--- src/rtl/ewqf_pkg.sv ---
// Types and constants of the ensemble weighted Q factor unit.
package ewqf_pkg;

    localparam int GENE_W     = 17;
    localparam int DATA_W     = 24;
    localparam int Q_W        = 20;
    localparam int ACC_W      = 48;
    localparam int SUM_W      = 64;
    localparam int RND_W      = 25;
    localparam int DIFF_W     = 26;
    localparam int DIV_QW     = 40;
    localparam int DIV_CW     = 6;
    localparam int SQ_CW      = 5;
    localparam int CFG_IDX_W  = 2;
    localparam int CFG_DATA_W = 7;

    localparam logic [GENE_W-1:0] ONE_Q16        = 17'h10000;
    localparam logic [Q_W-1:0]    Q_MAX          = 20'hFFFFF;
    localparam logic [DIV_CW-1:0] GENE_DIV_STEPS = 6'd17;
    localparam logic [DIV_CW-1:0] Q_DIV_STEPS    = 6'd40;
    localparam logic [SQ_CW-1:0]  SQRT_STEPS     = 5'd20;
    localparam logic [DIV_QW-1:0] SQ_BIT0        = 40'h40_0000_0000;

    typedef enum logic [1:0] {
        FUNC_TABLE = 2'd0,
        FUNC_MEAS  = 2'd1,
        FUNC_GENE  = 2'd2
    } t_func;

    typedef enum logic [CFG_IDX_W-1:0] {
        CFG_WEIGHT_MODE = 2'd0,
        CFG_CONF_COUNT  = 2'd1,
        CFG_POINT_COUNT = 2'd2
    } t_cfg_idx;

    typedef enum logic [3:0] {
        S_IDLE,
        S_GSUM,
        S_GDRAIN,
        S_WREAD,
        S_WCALC,
        S_WWAIT,
        S_MAC,
        S_MDRAIN,
        S_FIN,
        S_FDRAIN,
        S_QDIV,
        S_QWAIT,
        S_SQRT,
        S_SWAIT,
        S_DONE
    } t_state;

    typedef struct packed {
        logic gsum_clr;
        logic gsum_rd;
        logic w_rd;
        logic w_start;
        logic w_last;
        logic used_clr;
        logic mac_issue;
        logic mac_first;
        logic fin_clr;
        logic fin_issue;
        logic qdiv_start;
        logic sqrt_start;
        logic res_load;
    } t_cmd;

    typedef struct packed {
        logic pipe_busy;
        logic div_busy;
        logic sqrt_busy;
    } t_stat;

endpackage

--- src/rtl/ewqf_ctrl.sv ---
// Controller: evaluation sequencer, row and point counters, result handshake.
module ewqf_ctrl #(
    parameter  int MAX_CONFS  = 64,
    parameter  int MAX_POINTS = 64,
    localparam int CW         = $clog2(MAX_CONFS),
    localparam int PW         = (MAX_POINTS > 1) ? $clog2(MAX_POINTS) : 1,
    localparam int CNW        = $clog2(MAX_CONFS + 1),
    localparam int PNW        = $clog2(MAX_POINTS + 1)
) (
    input  logic            i_clk,
    input  logic            i_rst_n,
    input  logic            i_start,
    input  logic            i_mode,
    input  logic [CNW-1:0]  i_nc,
    input  logic [PNW-1:0]  i_np,
    input  ewqf_pkg::t_stat i_stat,
    input  logic            i_out_ready,
    output logic            o_in_ready,
    output logic            o_out_valid,
    output ewqf_pkg::t_cmd  o_cmd,
    output logic [CW-1:0]   o_conf,
    output logic [PW-1:0]   o_point
);
    import ewqf_pkg::*;

    t_state        r_state, n_state;
    logic [CW-1:0] r_ci;
    logic [PW-1:0] r_pi;
    logic          r_out_valid;
    logic          ci_end, pi_end, slot_free;

    assign ci_end    = CNW'(r_ci) == (i_nc - CNW'(1));
    assign pi_end    = PNW'(r_pi) == (i_np - PNW'(1));
    assign slot_free = !r_out_valid || i_out_ready;

    always_comb begin
        n_state = r_state;
        unique case (r_state)
            S_IDLE:   if (i_start) n_state = i_mode ? S_GSUM : S_WREAD;
            S_GSUM:   if (ci_end) n_state = S_GDRAIN;
            S_GDRAIN: if (!i_stat.pipe_busy) n_state = S_WREAD;
            S_WREAD:  n_state = S_WCALC;
            S_WCALC:  n_state = S_WWAIT;
            S_WWAIT:  if (!i_stat.div_busy) n_state = S_MAC;
            S_MAC:    if (pi_end) n_state = S_MDRAIN;
            S_MDRAIN: if (!i_stat.pipe_busy) n_state = ci_end ? S_FIN : S_WREAD;
            S_FIN:    if (pi_end) n_state = S_FDRAIN;
            S_FDRAIN: if (!i_stat.pipe_busy) n_state = S_QDIV;
            S_QDIV:   n_state = S_QWAIT;
            S_QWAIT:  if (!i_stat.div_busy) n_state = S_SQRT;
            S_SQRT:   n_state = S_SWAIT;
            S_SWAIT:  if (!i_stat.sqrt_busy) n_state = S_DONE;
            S_DONE:   if (slot_free) n_state = S_IDLE;
            default:  n_state = S_IDLE;
        endcase
    end

    always_comb begin
        o_cmd = '0;
        unique case (r_state)
            S_IDLE: begin
                o_cmd.gsum_clr = i_start;
                o_cmd.used_clr = i_start;
                o_cmd.fin_clr  = i_start;
            end
            S_GSUM:  o_cmd.gsum_rd = 1'b1;
            S_WREAD: o_cmd.w_rd = 1'b1;
            S_WCALC: begin
                o_cmd.w_start = 1'b1;
                o_cmd.w_last  = ci_end;
            end
            S_MAC: begin
                o_cmd.mac_issue = 1'b1;
                o_cmd.mac_first = r_ci == '0;
            end
            S_FIN:   o_cmd.fin_issue = 1'b1;
            S_QDIV:  o_cmd.qdiv_start = 1'b1;
            S_SQRT:  o_cmd.sqrt_start = 1'b1;
            S_DONE:  o_cmd.res_load = slot_free;
            default: o_cmd = '0;
        endcase
    end

    always_ff @(posedge i_clk) begin
        if (!i_rst_n) begin
            r_state     <= S_IDLE;
            r_ci        <= '0;
            r_pi        <= '0;
            r_out_valid <= 1'b0;
        end else begin
            r_state <= n_state;
            if (o_cmd.res_load) begin
                r_out_valid <= 1'b1;
            end else if (i_out_ready) begin
                r_out_valid <= 1'b0;
            end
            if (r_state == S_IDLE) begin
                r_ci <= '0;
                r_pi <= '0;
            end else if (r_state == S_GSUM) begin
                r_ci <= ci_end ? '0 : r_ci + CW'(1);
            end else if (r_state == S_MAC || r_state == S_FIN) begin
                r_pi <= pi_end ? '0 : r_pi + PW'(1);
            end else if (r_state == S_MDRAIN && !i_stat.pipe_busy && !ci_end) begin
                r_ci <= r_ci + CW'(1);
            end
        end
    end

    assign o_in_ready  = r_state == S_IDLE;
    assign o_out_valid = r_out_valid;
    assign o_conf      = r_ci;
    assign o_point     = r_pi;
endmodule

--- config.mk ---
export PLATFORM = sky130hd
export DESIGN_NAME = ewqf_ctrl
export DESIGN_NICKNAME = d
export VERILOG_FILES = /design/src/rtl/ewqf_pkg.sv /design/src/rtl/ewqf_ctrl.sv
export SDC_FILE = /design/constraint.sdc
export NUM_CORES = 1
export LEC_CHECK = 0
export BUFFER_PORTS_ARGS = -buffer_cell sky130_fd_sc_hd__buf_2
export CORE_UTILIZATION = 40
export DETAILED_ROUTE_END_ITERATION = 6
export HOLD_SLACK_MARGIN = 0.02
export PLACE_DENSITY_LB_ADDON = 0.3
export SYNTH_ARGS = -nofsm -noshare
export SYNTH_HDL_FRONTEND = slang
export SYNTH_SLANG_ARGS = --single-unit
--- constraint.sdc ---
create_clock -name i_clk -period 2.07 [get_ports i_clk]
set_input_delay 0.3105 -clock i_clk [delete_from_list [all_inputs] [get_ports i_clk]]
set_output_delay 0.3105 -clock i_clk [all_outputs]
set_load 0.01 [all_outputs]
==> flow_results.org, run 1 <==
** Timing
- Final period demand of the worst path :: 2.252 ns
- Setup violations remaining at the end of the flow were counted as 3.
- Headroom to the max-slew limit came out at 76.54%.
- Setup TNS after final layout :: -0.2299 ns
- Worst-Margin Slew :: 0.3519 ns
- Worst clock skew :: 0.001240 ns
- Period utilisation layout :: 108.8%
- The hold violation total from the final report came to 0.
- Setup repair after global routing missed its margin :: yes
- Number of pins with negative max-slew slack in the final report :: 0
- In the post-route analysis, the smallest setup slack over all paths is -0.1820 ns.
- Max Freq :: 444.1 MHz

** Detailed routing
- For this block, the routed nets add up to 3.931 mm of wire.
- Number of DRC markers after the initial detailed-route iteration :: 61
- In the routed layout, each cell is associated on average with a via count of 5.198.
- Routed Antenna Nets :: 0
- In the routed design, unresolved DRC markers number 0.
- The routed layout has 1653 vias.
- The first detailed-routing pass took 4 iterations.
- Dividing the detail-routed wire length by the instance count gives 12.36 um.

** Power
- Tot Pwr :: 0.001411 W
- The worst-case IR drop observed on VDD is 0.4527 mV.
- Leakage power figure :: 0.9742 nW
- Cell Pwr Density :: 646.4 nW/um^2

** CTS
- H-tree levels :: 1
- Clock tree synthesis found a total of 17 sinks.
- The clock passes through at most 2 buffers.
- CTS Root Buffer Type :: clkbuf_8
- TritonCTS built the clock tree.
- Clock slew seen by the registers of the worst setup and hold paths :: 0.07 ns
- Count of hold-fix buffers inserted at cts :: 0
- Clock latency at the later pin of the worst-skew pair :: 0.25 ns
- CTS buffer count :: 3

** Synth
- In this run, synthesis produced a sequential element count of 17.
- The cell area that synthesis handed to floorplanning was 1567 sq um.
- Sequential share of the synthesized area :: 21.73%
- dfxtp_1 takes more of the synthesized area than any other cell.
- Of all flip-flops after synthesis, the portion carrying an async set or reset was 0%.
- A synthesized cell averages 7.755 sq um.
- The most used flip-flop cell after synthesis is dfxtp_1.
- Cell types with the largest area share after synthesis :: dfxtp_1 (22%), xnor2_1 (6.2%), xor2_1 (5.0%)
- Total nets after synthesis :: 229
- Counting every instance in the synthesized netlist gives 202.
- For this run, the number of Yosys warnings is 0.
- Distinct cells, synth :: 54
- Of the post-synthesis cell area, the dominant cell type holds 21.73%.
- Post-synth EDFFs :: 0

** Place
- Cell area after placement :: 2016 sq um
- Number of buffers added on ports :: 48
- At the end of routability-driven placement, the weighted congestion stood at 0.8612.
- DP HPWL :: 3.031 mm
- Timing analysis after detailed placement gives a worst setup slack of -0.3264 ns.

** Setup path
- At the worst endpoint, the required time is 1.76 ns.
- Path type of the worst setup path :: input pin to primary output
- Along the worst path, the maximum fanout reaches 3.
- Largest delay contributor family on the critical path :: simple AND/OR/NAND/NOR gates
- Data arrives at the worst endpoint at 1.94 ns.
- Nature of the critical path endpoint :: primary output
- For this run, the slowest stage of the critical path takes 0.52 ns.
- Category of the worst setup path launch point :: input pin
- Worst Path Buf+Inv :: 2
- Sequence of cells on the critical path :: buf_6 > or4_4 > or3_4 > a2111oi_4 > and3_1 > buf_2
- On the critical path, the stage with the largest delay is an instance of or4_4.

** Final layout
- Final nets :: 298
- Area grow syn2layout :: 39.38%
- With fillers left out, the area of the finished cells amounts to 2183 sq um.
- The filler cells instantiated in the layout total 348.
- Area taken by flip-flops and latches :: 341.6 sq um
- 0 antenna diodes ended up in the layout.
- At the end of the flow the core is filled with cells to 58.75%.
- Layout cell share with drive strength beyond 1 :: 41.11%
- Area taken by multi-input logic gates :: 1221 sq um

** Floorplan
- FP Rows :: 22
- Width of the die :: 64.58 um
- The die covers 4171 sq um.
- The floorplan step defined a core boundary enclosing 3716 sq um.
- Effective utilization at floorplan :: 42.15%
- The die is 64.58 um tall.
- In this run the count of I/O pins placed on the die edge is 49.

** Global routing
- The via count of the first global-routing pass is 1448.
- Global routing used 18.82% of the available tracks.
- The first global-routing pass estimated 6.292 mm of wire.
- Entering global routing, the biggest net connects 15 pins.
- Overflow left after global routing :: 0
- Number of antenna violations at the first check in global routing :: 0

** Min path
- The worst hold path belongs to the class input pin to flop.

** Outcome
- Failing checks :: setup timing
- The flow ran to the end, but the final reports show violations.

** Flow run
- Max-cap violations :: 0
-- registers in the layout, indices dropped and copies added (netlist names) --
name / flops
o_conf: 6
o_out_valid: 1
o_point: 6
r_state: 4
-- path summary, 6_finish.rpt --
| path | startpoint | end | slack [ns] | cells after the start |
|---|---|---|---|---|
| worst min-delay path | i_rst_n | r_state[2] | 0.33 | 2 |
| worst max register to register | r_state[2] | o_conf[2] | 0.06 | 8 |
| worst min register to register | o_out_valid | o_out_valid | 0.52 | 2 |
| worst max-delay path | i_nc[1] | o_cmd[8] | -0.18 | 6 |
-- where the power goes --
| group | switching [W] | leakage [nW] | internal, W | total, W |
|---|---|---|---|---|
| Combinational | 0.000411 | 0.814 | 0.000364 | 0.000775 |
| Clock | 0.000121 | 0.0217 | 0.000135 | 0.000256 |
| Sequential | 0.0000277 | 0.138 | 0.000353 | 0.000380 |
| Total | 0.000559 | 0.974 | 0.000852 | 0.00141 |
-- final cells by class --
cell class                 instances  area share, %
multi-input combinational        162          55.93
timing repair buffer              76          21.55
sequential                        17          15.64
tap                               48          2.751
clock buffer                       3          1.891
inverter                          11          1.891
clock inverter                     1         0.3438
-- placed cells by master, fill, tap and decap left out, types with 4 or more instances in the layout --
cell,count
nor2_1,18
nand3_1,6
nor2b_1,5
buf_2,46
buf_6,4
dfxtp_1,16
or3_4,4
nand2b_1,6
nor3_1,9
nand2_1,15
ha_1,5
buf_4,26
a21oi_2,6
o21ai_0,5
inv_1,11
xor2_1,9
xnor2_1,10
-- synthesized netlist by cell type (3+ instances only) --
library cell  count
inv_1            11
nor2_1           18
o22ai_1           3
nand2b_1          6
clkbuf_1          8
nand2_1          15
nor2b_1           5
xor2_1            9
nand3_1           6
nor4b_1           3
nand4b_1          3
nor3_1            9
dfxtp_1          17
o21ai_0           5
or3_1             5
ha_1              5
a21oi_1           5
o21ai_1           5
and3_1            3
a21oi_2           4
xnor2_1          11
-- logic make-up (layout without fill, tap and decap cells) --
family,after synthesis,after routing,share of synthesized area [%]
AOI/OAI and AO/OA,42,42,21.57
xor gates and xnor gates,20,20,11.18
adders and majority gates,5,5,3.994
buffers and inverters,23,91,6.469
DFF,17,17,21.73
muxes,4,4,2.716
and+or+nand+nor,91,91,32.35
-- per-stage QoR --
step,std cells,hold slack (ns)
6_report,318,0.3324
5_1_grt,318,0.3383
3_3_place_gp,313,0.5121
2_1_floorplan,202,0.4417
4_1_cts,317,0.3360
3_5_place_dp,313,0.5092
-- what timing repair did --
item                       CTS  global route
pin swaps                    1             8
buffers inserted             0             1
gates cloned                 0             1
setup endpoints to repair    7            11
resized for setup            1            21
-- routing by layer --
| metal | global-route usage, % | wire length (um) | up-vias |
|---|---|---|---|
| met1 | 24.97 | 1892 | 764 |
| met4 | 2.778 | 12 | 0 |
| li1 | - | - | 859 |
| met2 | 31.71 | 1878 | 28 |
| met3 | 3.873 | 146 | 2 |
| met5 | 0 | 0 | - |
Power figures use the tool's default switching activity.
==> run 2, diff against run 1 <==
- CORE_ASPECT_RATIO: not set -> 0.7
==> run 2 against run 1 <==
The run still ends with setup timing left. Die area barely moved. Combinational power is 2% higher. Final cell count rose by 0.94%. Non-clock buffer count increased by 1. Cell area up 1.0%. Critical endpoint unchanged. Highest routed layer unchanged.
==> flow_results.org, run 2 (same netlist as run 1, synthesis figures left out) <==
** Setup path
- Critical path fanouts, max :: 3
- Reg2reg end :: o_conf[1]
- CP Data Required Time :: 1.76 ns
- Nature of the critical path endpoint :: primary output
- Category of the worst setup path launch point :: input pin
- The critical path is of the input pin to primary output type.
- The worst register-to-register path has a setup slack of -0.01 ns.
- Sequence of cells on the critical path :: buf_6 > or4_4 > or3_4 > a2111oi_4 > and3_1 > buf_2
- Critical path launch point :: i_nc[1]
- Critical path capture point :: o_cmd[8]
- Slowest cell delay on critical path :: 0.54 ns
- FF-to-FF Start :: o_conf[5]
- Critical-path top delay cell :: or4_4
- Path depth of the worst reg2reg path :: 8
- Critical path arrival :: 1.97 ns

** Global routing
- The number of antenna violations at the first check in global routing came to 0.
- Vias in the first global route :: 1456
- Entering global routing, the biggest net connects 17 pins.
- The first global-routing pass estimated 6.803 mm of wire.
- Global routing consumed, over all layers together, 21.12% of the routing resources.
- After global routing the overflow that remains totals 0.

** Power
- Power spread over the standard cell area amounts to 651.0 nW/um^2.
- Tot Pwr :: 0.001436 W
- VDD sags by at most 0.4884 mV.
- The analysis attributes to cell leakage a power of 0.9842 nW.

** Detailed routing
- Number of DRC markers after the initial detailed-route iteration :: 83
- After detailed routing, the number of remaining DRC violations is 0.
- After detailed routing, the number of vias per cell comes to 5.305.
- Before antenna repair, the detailed router went through 4 iterations.
- Routed Antenna Nets :: 0
- Total number of vias :: 1703
- Dividing the detail-routed wire length by the instance count gives 13.55 um.
- Summed over all layers, the routed wires come to 4.351 mm.

** Timing
- Clock skew on the completed layout was measured at 0.001199 ns.
- The hold violation total from the final report came to 0.
- The final critical path takes up 110.1% of the cycle.
- Number of pins with negative max-slew slack in the final report :: 0
- Setup repair after global routing missed its margin :: yes
- Across all hold checks on the routed design, the worst slack comes to 0.3462 ns.
- Post-layout worst setup margin :: -0.2084 ns
- Based on the critical path, the design can be clocked at up to 438.9 MHz.
- Final count of negative-setup-slack endpoints :: 10
- Remaining max-slew budget at the tightest pin :: 68.03%
- Final period demand of the worst path :: 2.278 ns
- Worst-Margin Slew :: 0.4762 ns

** Final layout
- Area grow syn2layout :: 40.82%
- In the final design database the tool counted 299 nets.
- Number of antenna repair diodes :: 0
- Cells fill 60.84% of the core in the end.
- After filler insertion, the fill cell instance count of the layout stands at 329.
- Of the cells placed in the final design, the portion with a size suffix greater than 1 is 40.22%.
- Leaving out fill and tap cells, the most frequent cell in the layout is buf_2.
- Highest-count cells in the layout ignoring fill and taps :: buf_2 (46), buf_4 (24), nor2_1 (18), dfxtp_1 (17), nand2_1 (15)

** Place
- Number of buffers added on ports :: 48
- After legalization and detailed placement, the total HPWL measured 3.242 mm.
- The congestion estimate from routability-driven global placement came to 0.8210.

** CTS
- Sinks on the clock net :: 17
- CTS Root Buffer Type :: clkbuf_8
- The clock reaches the later pin of the worst-skew pair after 0.25 ns.
- H-tree levels :: 1
- The clock passes through at most 2 buffers.
- Clock slew seen by the registers of the worst setup and hold paths :: 0.06 ns
- Clock tree from TritonCTS :: yes
- CTS buffer count :: 3

** Outcome
- The checks that failed: setup timing.
- Outcome :: complete, but fails checks

** Floorplan
- FP Rows :: 18
- The die covers 4175 sq um.
- Width of the die :: 76.80 um
- I/O pin count :: 49
- Chip Height :: 54.36 um
- The initial utilization of the core area, before any placement, comes to 43.20%.
- Core Area :: 3626 sq um

** Min path
- Counting instances, the worst hold path has a depth of 2.
- Hold WC Path Type :: input pin to flop

** Flow run
- Max-cap violations :: 0
## run 2: cell types whose count changed in the layout (fill, tap and decap cells not counted), sizes merged
cell	delta
buf	+1
clkbuf	+1
clkinvlp	-1
## run 2: layout make-up
class,instances,area (sq um),share of cell area [%]
multi-input combinational,162,1219,55.25
timing repair buffer,77,498.0,22.58
sequential,17,340.3,15.43
tap,50,62.56,2.836
clock buffer,4,45.04,2.042
inverter,11,41.29,1.872
## run 2: how the worst min path moves through the flow
stage	start	to	slack, ns
after floorplan	i_rst_n	r_state[2]	0.44
after global placement	o_point[1]	o_point[1]	0.52
after detailed placement	o_point[1]	o_point[1]	0.52
after CTS	i_rst_n	r_state[2]	0.34
after global routing	i_rst_n	r_state[2]	0.35
final	i_rst_n	r_state[2]	0.35
## run 2: stage by stage
step | setup WS, ns | cells | TNS, ns | instance area, sq um
floorplan | -0.1281 | 202 | -0.3664 | 1573
global placement | -0.2978 | 313 | -2.521 | 2016
detailed placement | -0.3410 | 313 | -3.012 | 2016
CTS | -0.1951 | 321 | -0.8256 | 2172
global route | -0.2635 | 321 | -1.614 | 2206
finish | -0.2084 | 321 | -1.045 | 2206
## run 2: repair_timing
item	in CTS	in global routing
gates resized for setup	16	8
pin swaps	7	7
setup endpoints to repair	8	12
setup buffers	4	2
hold buffers	0	0
## run 2: worst max-delay path: cells and delay by family
family,cells,cell delay (ns)
buffers and inverters,2,0.22
AO/OA/AOI/OAI,1,0.32
AND/OR/NAND/NOR,3,1.11
## run 2: power by group
part	total [W]	internal, W	switching, W
Sequential	0.000395	0.000352	0.0000433
Clock	0.000247	0.000137	0.000110
Combinational	0.000794	0.000386	0.000408
Total	0.00144	0.000874	0.000562
## run 2: routing by layer
layer	up-vias	share of wire (%)	GRT usage [%]
met4	0	2.0	8.974
li1	864	-	-
met3	8	5.4	4.667
met1	772	48	27.70
met5	-	0	0
met2	59	44	34.08
